`src/rtl/core/albs_pkg.sv`:
```
`default_nettype none

package albs_pkg;

    localparam int NUM_SLOTS = 8;
    localparam int SLOT_W    = (NUM_SLOTS > 1) ? $clog2(NUM_SLOTS) : 1;
    localparam int SPACE_W   = 16;
    localparam int STAMP_W   = 64;
    localparam int IDX_OUT_W = 3;
    localparam int OUT_W     = 24;

    typedef logic [SLOT_W-1:0]  t_slot_idx;
    typedef logic [SPACE_W-1:0] t_space;
    typedef logic [STAMP_W-1:0] t_stamp;

    // search token handed from cell to cell
    typedef struct packed {
        logic      active;
        logic      found;
        t_space    sid;
        t_slot_idx chosen;
        t_stamp    best_stamp;
        t_slot_idx best_idx;
        logic      best_valid;
        t_space    best_space;
    } t_token;

    // update broadcast to all cells
    typedef struct packed {
        logic      en;
        t_slot_idx idx;
        t_space    space;
        t_stamp    stamp;
    } t_wr;

endpackage

`default_nettype wire

```
`src/rtl/core/albs_cell.sv`:
```
`default_nettype none

module albs_cell
    import albs_pkg::*;
(
    input  wire logic      i_clk,
    input  wire logic      i_rst_n,
    input  wire t_slot_idx i_slot_idx,
    input  wire t_token    i_tok,
    input  wire t_wr       i_wr,
    output t_token         o_tok
);

    logic   r_valid;
    t_space r_space;
    t_stamp r_stamp;
    t_token r_tok;
    t_token n_tok;

    always_comb begin
        n_tok = i_tok;
        if (!i_tok.found) begin
            if (r_valid && (r_space == i_tok.sid)) begin
                n_tok.found  = 1'b1;
                n_tok.chosen = i_slot_idx;
            end else if ((i_slot_idx == '0) || (r_stamp < i_tok.best_stamp)) begin
                // strict less keeps the lowest index on ties
                n_tok.best_stamp = r_stamp;
                n_tok.best_idx   = i_slot_idx;
                n_tok.best_valid = r_valid;
                n_tok.best_space = r_space;
            end
        end
    end

    // token payload only matters while active, so reset clears just the flag
    always_ff @(posedge i_clk) begin
        if (!i_rst_n) begin
            r_valid      <= 1'b0;
            r_stamp      <= '0;
            r_tok.active <= 1'b0;
        end else begin
            r_tok <= n_tok;
            if (i_wr.en && (i_wr.idx == i_slot_idx)) begin
                r_valid <= 1'b1;
                r_stamp <= i_wr.stamp;
            end
        end
    end

    always_ff @(posedge i_clk) begin
        if (i_wr.en && (i_wr.idx == i_slot_idx)) begin
            r_space <= i_wr.space;
        end
    end

    assign o_tok = r_tok;

endmodule

`default_nettype wire

```
`src/rtl/core/asid_binding_lru_select.sv`:
```
// channel   | dir | tdata fields (lsb first)
// ----------+-----+---------------------------------------------------------------
// s_axis    | in  | space_id[15:0]
// m_axis    | out | binding_index[2:0] hit table_switch flush_needed evicted_valid
//           |     | evicted_space[15:0], one zero pad bit
//
// for each request a search token walks the row of
// binding cells one cell per cycle, then the finish stage applies the
// update and loads the result register.
// synchronous active-low reset clears every binding, the primary mark and
// sets the stamp counter to one. a stalled result holds the update in the
// finish stage; the next request is taken as soon as the update is done.
`default_nettype none

module asid_binding_lru_select
    import albs_pkg::*;
(
    input  wire logic               i_clk,
    input  wire logic               i_rst_n,
    input  wire logic               i_s_axis_tvalid,
    output logic                    o_s_axis_tready,
    input  wire logic [SPACE_W-1:0] i_s_axis_tdata,   // space_id[15:0]
    output logic                    o_m_axis_tvalid,
    input  wire logic               i_m_axis_tready,
    // binding_index[2:0], hit[3], table_switch[4], flush_needed[5],
    // evicted_valid[6], evicted_space[22:7], zero pad[23]
    output logic [OUT_W-1:0]        o_m_axis_tdata
);

    typedef enum logic [2:0] {
        ST_IDLE = 3'b001,
        ST_SCAN = 3'b010,
        ST_FIN  = 3'b100
    } t_state;

    t_state    r_state, n_state;
    t_slot_idx r_prim_slot;
    logic      r_prim_valid;
    t_stamp    r_stamp_ctr;
    t_token    r_fin;
    logic      r_o_valid;
    logic [OUT_W-1:0] r_o_data, n_o_data;

    t_token w_tok [NUM_SLOTS+1];
    t_wr    w_wr;
    logic   w_in_beat;
    logic   w_out_free;
    logic   w_finish;
    logic   w_is_prim;
    logic   w_ev_valid;
    t_space w_ev_space;

    assign o_s_axis_tready = (r_state == ST_IDLE);
    assign w_in_beat       = i_s_axis_tvalid && o_s_axis_tready;
    assign w_out_free      = !r_o_valid || i_m_axis_tready;
    assign w_finish        = (r_state == ST_FIN) && w_out_free;

    // token launched into the first cell on the input beat
    always_comb begin
        w_tok[0]            = '0;
        w_tok[0].active     = w_in_beat;
        w_tok[0].sid        = i_s_axis_tdata;
    end

    // row of binding cells, each passes the token to the next
    for (genvar g = 0; g < NUM_SLOTS; g++) begin : g_cell
        albs_cell u_cell (
            .i_clk      (i_clk),
            .i_rst_n    (i_rst_n),
            .i_slot_idx (t_slot_idx'(g)),
            .i_tok      (w_tok[g]),
            .i_wr       (w_wr),
            .o_tok      (w_tok[g+1])
        );
    end

    // decide the update from the finished token
    always_comb begin
        w_is_prim  = r_prim_valid && (r_prim_slot == r_fin.chosen);
        w_wr.en    = w_finish && (!r_fin.found || !w_is_prim);
        w_wr.idx   = r_fin.found ? r_fin.chosen : r_fin.best_idx;
        w_wr.space = r_fin.sid;
        w_wr.stamp = r_stamp_ctr;
        w_ev_valid = !r_fin.found && r_fin.best_valid;
        w_ev_space = w_ev_valid ? r_fin.best_space : '0;
        n_o_data   = {1'b0, w_ev_space, w_ev_valid, !r_fin.found,
                      (!r_fin.found || !w_is_prim), r_fin.found,
                      IDX_OUT_W'(w_wr.idx)};
    end

    always_comb begin
        n_state = r_state;
        case (r_state)
            ST_IDLE: if (w_in_beat) n_state = ST_SCAN;
            ST_SCAN: if (w_tok[NUM_SLOTS].active) n_state = ST_FIN;
            ST_FIN:  if (w_out_free) n_state = ST_IDLE;
            default: n_state = ST_IDLE;
        endcase
    end

    always_ff @(posedge i_clk) begin
        if (!i_rst_n) begin
            r_state      <= ST_IDLE;
            r_prim_slot  <= '0;
            r_prim_valid <= 1'b0;
            r_stamp_ctr  <= STAMP_W'(1);
            r_o_valid    <= 1'b0;
        end else begin
            r_state <= n_state;
            if (w_wr.en) begin
                r_prim_slot  <= w_wr.idx;
                r_prim_valid <= 1'b1;
                r_stamp_ctr  <= r_stamp_ctr + STAMP_W'(1);
            end
            if (w_finish) begin
                r_o_valid <= 1'b1;
            end else if (i_m_axis_tready) begin
                r_o_valid <= 1'b0;
            end
        end
    end

    // payload registers
    always_ff @(posedge i_clk) begin
        if ((r_state == ST_SCAN) && w_tok[NUM_SLOTS].active) begin
            r_fin <= w_tok[NUM_SLOTS];
        end
        if (w_finish) begin
            r_o_data <= n_o_data;
        end
    end

    assign o_m_axis_tvalid = r_o_valid;
    assign o_m_axis_tdata  = r_o_data;

endmodule

`default_nettype wire

```
`config.mk`:
```
export PLATFORM = sky130hd
export DESIGN_NAME = asid_binding_lru_select
export DESIGN_NICKNAME = d
export VERILOG_FILES = /design/src/rtl/core/albs_pkg.sv /design/src/rtl/core/albs_cell.sv /design/src/rtl/core/asid_binding_lru_select.sv
export SDC_FILE = /design/constraint.sdc
export NUM_CORES = 2
export LEC_CHECK = 0
export BUFFER_PORTS_ARGS = -buffer_cell sky130_fd_sc_hd__buf_2
export CELL_PAD_IN_SITES_DETAIL_PLACEMENT = 1
export CELL_PAD_IN_SITES_GLOBAL_PLACEMENT = 1
export CORE_UTILIZATION = 25
export DETAILED_ROUTE_END_ITERATION = 8
export PLACE_DENSITY_LB_ADDON = 0.1
export SYNTH_ARGS = -nofsm -noshare
export SYNTH_HDL_FRONTEND = slang
export SYNTH_SLANG_ARGS = --single-unit
```
`constraint.sdc`:
```
create_clock -name i_clk -period 6.1 [get_ports i_clk]
set_input_delay 0.915 -clock i_clk [delete_from_list [all_inputs] [get_ports i_clk]]
set_output_delay 0.915 -clock i_clk [all_outputs]
set_load 0.02 [all_outputs]
```
# Word level (Yosys, flattened, before mapping)
# Index checks and enable logic that the tools add are counted.
[totals]
register_bits = 1554
inputBits = 20
out_inout_bits = 26
[classes]
addsub = 1
n_lt_le_gt_ge = 7
n_eq_ne = 22
mux = 43
n_reduce_logical = 30
[op_table]
columns = ["operator", "n"]
rows = [
  ["$mux 84", 15],
  ["$mux 87", 6],
  ["$lt 64x64->1", 7],
  ["$eq 16x16->1", 8],
  ["$add 64x1->64 const B", 1],
  ["$mux 3", 9],
  ["$logic_and 1x1->1", 22],
  ["$eq 3x3->1 const B", 5],
  ["$mux 1", 11],
  ["$eq 3x2->1 const B", 3],
  ["$pmux 3 s3", 1],
  ["$eq 3x1->1 const B", 2],
  ["$ne 2x1->1 const B", 2],
  ["$eq 3x3->1", 1],
  ["$logic_not 1->1", 3],
  ["$logic_not 3->1", 1],
  ["$reduce_and 3->1", 1],
  ["$logic_or 1x1->1", 2],
  ["$mux 2", 1],
  ["$ne 2x2->1 const B", 1],
  ["$reduce_bool 2->1", 1],
]

# Depth between registers and ports, before layout
[logic_depth]
depth_word = 6
ltp_mapped = 12

# By module
# From an unflattened synthesis, not the netlist that was laid out.
[unflattened]
hier_cells = 11210
hier_area_um2 = 97178.2
[modules_own_cells]
columns = ["mod", "n_inst", "cells_each", "area_per_inst_um2"]
rows = [
  ["albs_cell (g_cell[0].u_cell ...)", 7, 1415, 11770.0],
  ["albs_cell (g_cell[3].u_cell)", 1, 760, 8973.6],
  ["asid_binding_lru_select", 1, 545, 5814.3],
]

# Least setup slack after synthesis
# OpenSTA, ideal clock, no wires.
[synth_path]
path_kind = "register -> register"
startpoint = "register r_state[1]"
endpoint = "register r_fin (netlist bit n_o_data[3]) (enable)"
setup_ps = 495
t_arrival_ps = 3502
required_ps = 5605
slack_ps = 2103
stages_incl_launch_ff = 3
path_buffers = 0
synth_period_minus_slack_ps = 3997
path_cell_list = "dfxtp_1 > nand2b_1 > nor3b_1"
[synth_between]
elab_chain_cells = 2
[synth_lines]
columns = ["item", "line_no", "source"]
rows = [
  ["start, declared", "asid_binding_lru_select.sv:36", "t_state r_state, n_state;"],
  ["start signal, assigned", "asid_binding_lru_select.sv:109", "r_state <= n_state;"],
  ["$eq 3x2->1", "asid_binding_lru_select.sv:125", "if ((r_state == ST_SCAN) && w_tok[NUM_SLOTS].active) begin"],
  ["$logic_and 1x1->1", "asid_binding_lru_select.sv:125", ""],
  ["end signal, assigned", "asid_binding_lru_select.sv:126", "r_fin <= w_tok[NUM_SLOTS];"],
  ["end, declared", "asid_binding_lru_select.sv:40", "t_token r_fin;"],
]
# No other way between the ends.
# A chain may end at the register's enable or synchronous reset.

==> impl_results.md <==
- Run status: completed
- Post-cts hold buffer count: 0
- Commonest non-fill, non-tap cell in the layout: nand2_1
- Final Net Count: 6574
- Die area: 0.284 sq mm
- Hold Vio Cnt, Final: 0
- Max VDD drop: 0.000307 V
- LEAKAGE: 30.3 nW
- Vias per inst: about 4.4
- CP Class: flop to flop
- Hpwl dp: 137000 microns
- Vias in the first global route: roughly 47000
- Reg power frac: 0.484
- Clock Power Share: 0.479
- CTS clock-pin slew for the worst setup and hold paths: 0.06 ns
- Main synth FF type: edfxtp_1
- Hold crit path type: input port to flop
- Post-synthesis async set-or-reset flop share: 0
- Core area: 0.280 sq mm
- H-tree lvl count: 4
- Post-cts gate resize count: 0
- Mapped cell area: 0.0705 sq mm
- Slew HR: 0.100
- Most frequent cells in the layout: 1132 x nand2_1, 945 x edfxtp_1, 600 x dfxtp_1
- Final setup fails: 0
- Final hold slack: 0.246 ns
- Total grt overflow: 0
- Fmax achieved: 0.211 GHz
- Remaining antenna violation count after routing: 0
- Sequential area share after synthesis: 0.573
- CTS max path bufs: 3
- Gpl congestion: between 0.7 and 0.8
- Worst Path Required: 6.70 ns
- FP Rows: 194
- Crit start category: flop
- Most frequent CP cell: buf_4
- Critical path peak fanout: 52
- Sum Neg Setup Slack: 0 ns
- Number of flops mapped to enable cells by yosys: 945
- RSZ-0062 raised after global routing: false
- Synth Net Count: 6561
- CTS tree: yes
- Worst-Margin Slew: approximately 1.3 ns
- Die Height: 533 microns
- WL per Instance: about 20 microns
- Yosys reg bits: 1545
- Ports: 46
- Initial DRC count: 1965
- Root Buffer: clkbuf_16
- Die X: 533 microns
- Initial antenna violation count: 17
- Clk Latency, worst-skew pair: 0.88 ns
- CP endpoint kind: flop
- Slew Viols, Final: 0
- DRC viols: 0
- Gate Count Post-Synth: between 6000 and 7000
- P_int: 18.3 mW
- Final wirelength: 203000 microns
- I/O Buffers: 44
- Final period utilization: 0.777
- Synth warn: 0
- Net Switching: 5.45 mW
- Clock sink total: 1545
- Synthesis-to-layout area growth: 15.5%
- Starting Density: 0.252
- Largest net degree at the start of global routing: 190
- Logic pwr share: 0.036
- Filler Cell Count: 30500
- Syn avg cell area: 11.6 sq um
- GRT Total Usage: 0.143
- First-pass GRT wire length: 306000 microns
- CTS buffer count: 190
- First-pass DRT Iterations: 5
- CP Cell Sequence: inv_1, ha_1, and4_1, o31ai_1, nor4_1, a211oi_1, o21ai_0, a2111oi_1, buf_4, o21ai_4, buf_4, mux2_2
- Clock skew: 0.0855 ns
- CP max stage cell: o21ai_0
- Crit path DAT: 5.34 ns
- Crit path time final: 4.74 ns
- Setup bufs post-CTS: 0
- Sw frac: 0.229
- Cell area power density: 292 mW/mm^2
- Via total after detailed routing: 43600
- Synth cell types: 67
- Slowest cell delay on critical path: 0.99 ns
- Layout cells sized above 1: 0.150
- Max_cap viols: 0
## per-layer routing
metal | GRT usage | vias to the layer above | part of all wire
met3 | 0.0195 | 239 | 0.026
met1 | 0.194 | 21700 | 0.49
met5 | 0 | - | 0
met4 | 0.0370 | 0 | 0.020
met2 | 0.236 | 412 | 0.46
li1 | - | 21300 | -
## final timing paths
kind                                             start                                    to  slack [ns]  depth (start not counted)
setup / recovery  g_cell[5].u_cell.o_tok[31]$_DFFE_PP_   g_cell[6].u_cell.o_tok[6]$_DFFE_PP_        1.36                         12
hold / removal                       i_s_axis_tdata[2]  g_cell[0].u_cell.o_tok[89]$_DFFE_PP_        0.25                          1
setup reg to reg  g_cell[5].u_cell.o_tok[31]$_DFFE_PP_   g_cell[6].u_cell.o_tok[6]$_DFFE_PP_        1.36                         12
hold reg to reg   g_cell[7].u_cell.o_tok[96]$_DFFE_PP_                   r_fin[96]$_DFFE_PP_        0.41                          0
## final cells by class
| type | count | area, sq um | share of cell area |
|---|---|---|---|
| clock inverter | 83 | 1030 | 0.0126 |
| timing repair buffer | 135 | 1170 | 0.0143 |
| multi-input combinational | 3774 | 27100 | 0.333 |
| tap | 3724 | 4660 | 0.0572 |
| sequential | 1545 | 40400 | 0.496 |
| antenna | 7 | 17.5 | 0.000215 |
| inverter | 466 | 1770 | 0.0217 |
| clock buffer | 274 | 5290 | 0.0650 |
## power groups by stage
stage	logic, mW	clock network (mW)	registers, mW
final	0.863	11.4	11.5
after global routing	0.966	12.2	11.5
after CTS	0.897	11.9	11.5
after detailed placement	0.887	0	11.7
after global placement	0.881	0	11.7
after floorplan	0.544	0	11.7
## critical path: cells and delay by family (launching register included)
| kind | cells | cell delay, ns |
|---|---|---|
| flops | 1 | 0.35 |
| compound gates | 5 | 1.61 |
| simple gates | 2 | 0.56 |
| mux | 1 | 0.43 |
| fa+ha+maj | 1 | 0.31 |
| buf+inv | 3 | 0.96 |
## state kept, by name, indices dropped and copies added, names as in the netlist
name,flops
g_cell.u_cell.r_stamp,512
r_prim_valid,1
r_prim_slot,3
g_cell.u_cell.r_space,128
o_m_axis_tdata,23
r_state,3
r_stamp_ctr,64
g_cell.u_cell.o_tok,762
n_o_data,1
r_fin,39
g_cell.u_cell.r_valid,8
o_m_axis_tvalid,1
## through the flow
| step | utilization | total power [mW] | setup WS, ns | cell area, sq um | instances |
|---|---|---|---|---|---|
| finish | 0.291 | 23.8 | 1.36 | 81400 | 10000 |
| global route | 0.291 | 24.7 | 1.19 | 81400 | 10000 |
| CTS | 0.291 | 24.3 | 1.12 | 81400 | 10000 |
| detailed placement | 0.268 | 12.6 | 1.18 | 75100 | 9644 |
| global placement | 0.268 | 12.6 | 0.594 | 75100 | 9643 |
| floorplan | - | 12.2 | 2.10 | 70500 | 6099 |
## synth_stat cells (5+ instances only)
| master | count | area share |
|---|---|---|
| ha_1 | 442 | 0.078 |
| a211o_1 | 6 | 0.00075 |
| nor3_1 | 22 | 0.0016 |
| a31oi_1 | 5 | 0.00044 |
| buf_6 | 6 | 0.00096 |
| xor2_1 | 52 | 0.0065 |
| a21boi_0 | 526 | 0.056 |
| nand3_1 | 70 | 0.0050 |
| dfxtp_1 | 600 | 0.17 |
| and2_1 | 71 | 0.0063 |
| a21oi_1 | 138 | 0.0098 |
| nand2_1 | 1132 | 0.060 |
| xnor2_1 | 128 | 0.016 |
| buf_2 | 93 | 0.0066 |
| nor2b_1 | 113 | 0.010 |
| a211oi_1 | 22 | 0.0023 |
| nor3b_1 | 5 | 0.00053 |
| o21a_1 | 20 | 0.0021 |
| o211ai_1 | 7 | 0.00075 |
| o21ai_0 | 85 | 0.0060 |
| or2_2 | 16 | 0.0014 |
| mux2_1 | 7 | 0.0011 |
| o31ai_1 | 6 | 0.00064 |
| or4_1 | 7 | 0.00075 |
| buf_1 | 58 | 0.0031 |
| or3_1 | 13 | 0.0012 |
| nand4_1 | 119 | 0.011 |
| and3_1 | 16 | 0.0014 |
| inv_1 | 466 | 0.025 |
| nor2_1 | 73 | 0.0039 |
| nor4_1 | 23 | 0.0020 |
| mux2_2 | 495 | 0.079 |
| clkbuf_1 | 155 | 0.0083 |
| nand2b_1 | 23 | 0.0020 |
| edfxtp_1 | 945 | 0.40 |
| and4_1 | 18 | 0.0022 |
| a21o_1 | 48 | 0.0051 |
| a2111oi_0 | 19 | 0.0024 |
## cell families (layout without fill, tap and decap cells)
group / count (synthesis) / after routing / synth area share
muxes: 506 / 506 / 0.0808
adders and majority gates: 442 / 442 / 0.0785
xor gates and xnor gates: 180 / 180 / 0.0224
and+or+nand+nor: 1729 / 1729 / 0.110
AOI/OAI and AO/OA: 916 / 916 / 0.0911
buffers and inverters: 780 / 958 / 0.0439
other: 1 / 8 / 0.0000532
DFF: 1545 / 1545 / 0.573
Power figures use the tool's default switching activity.
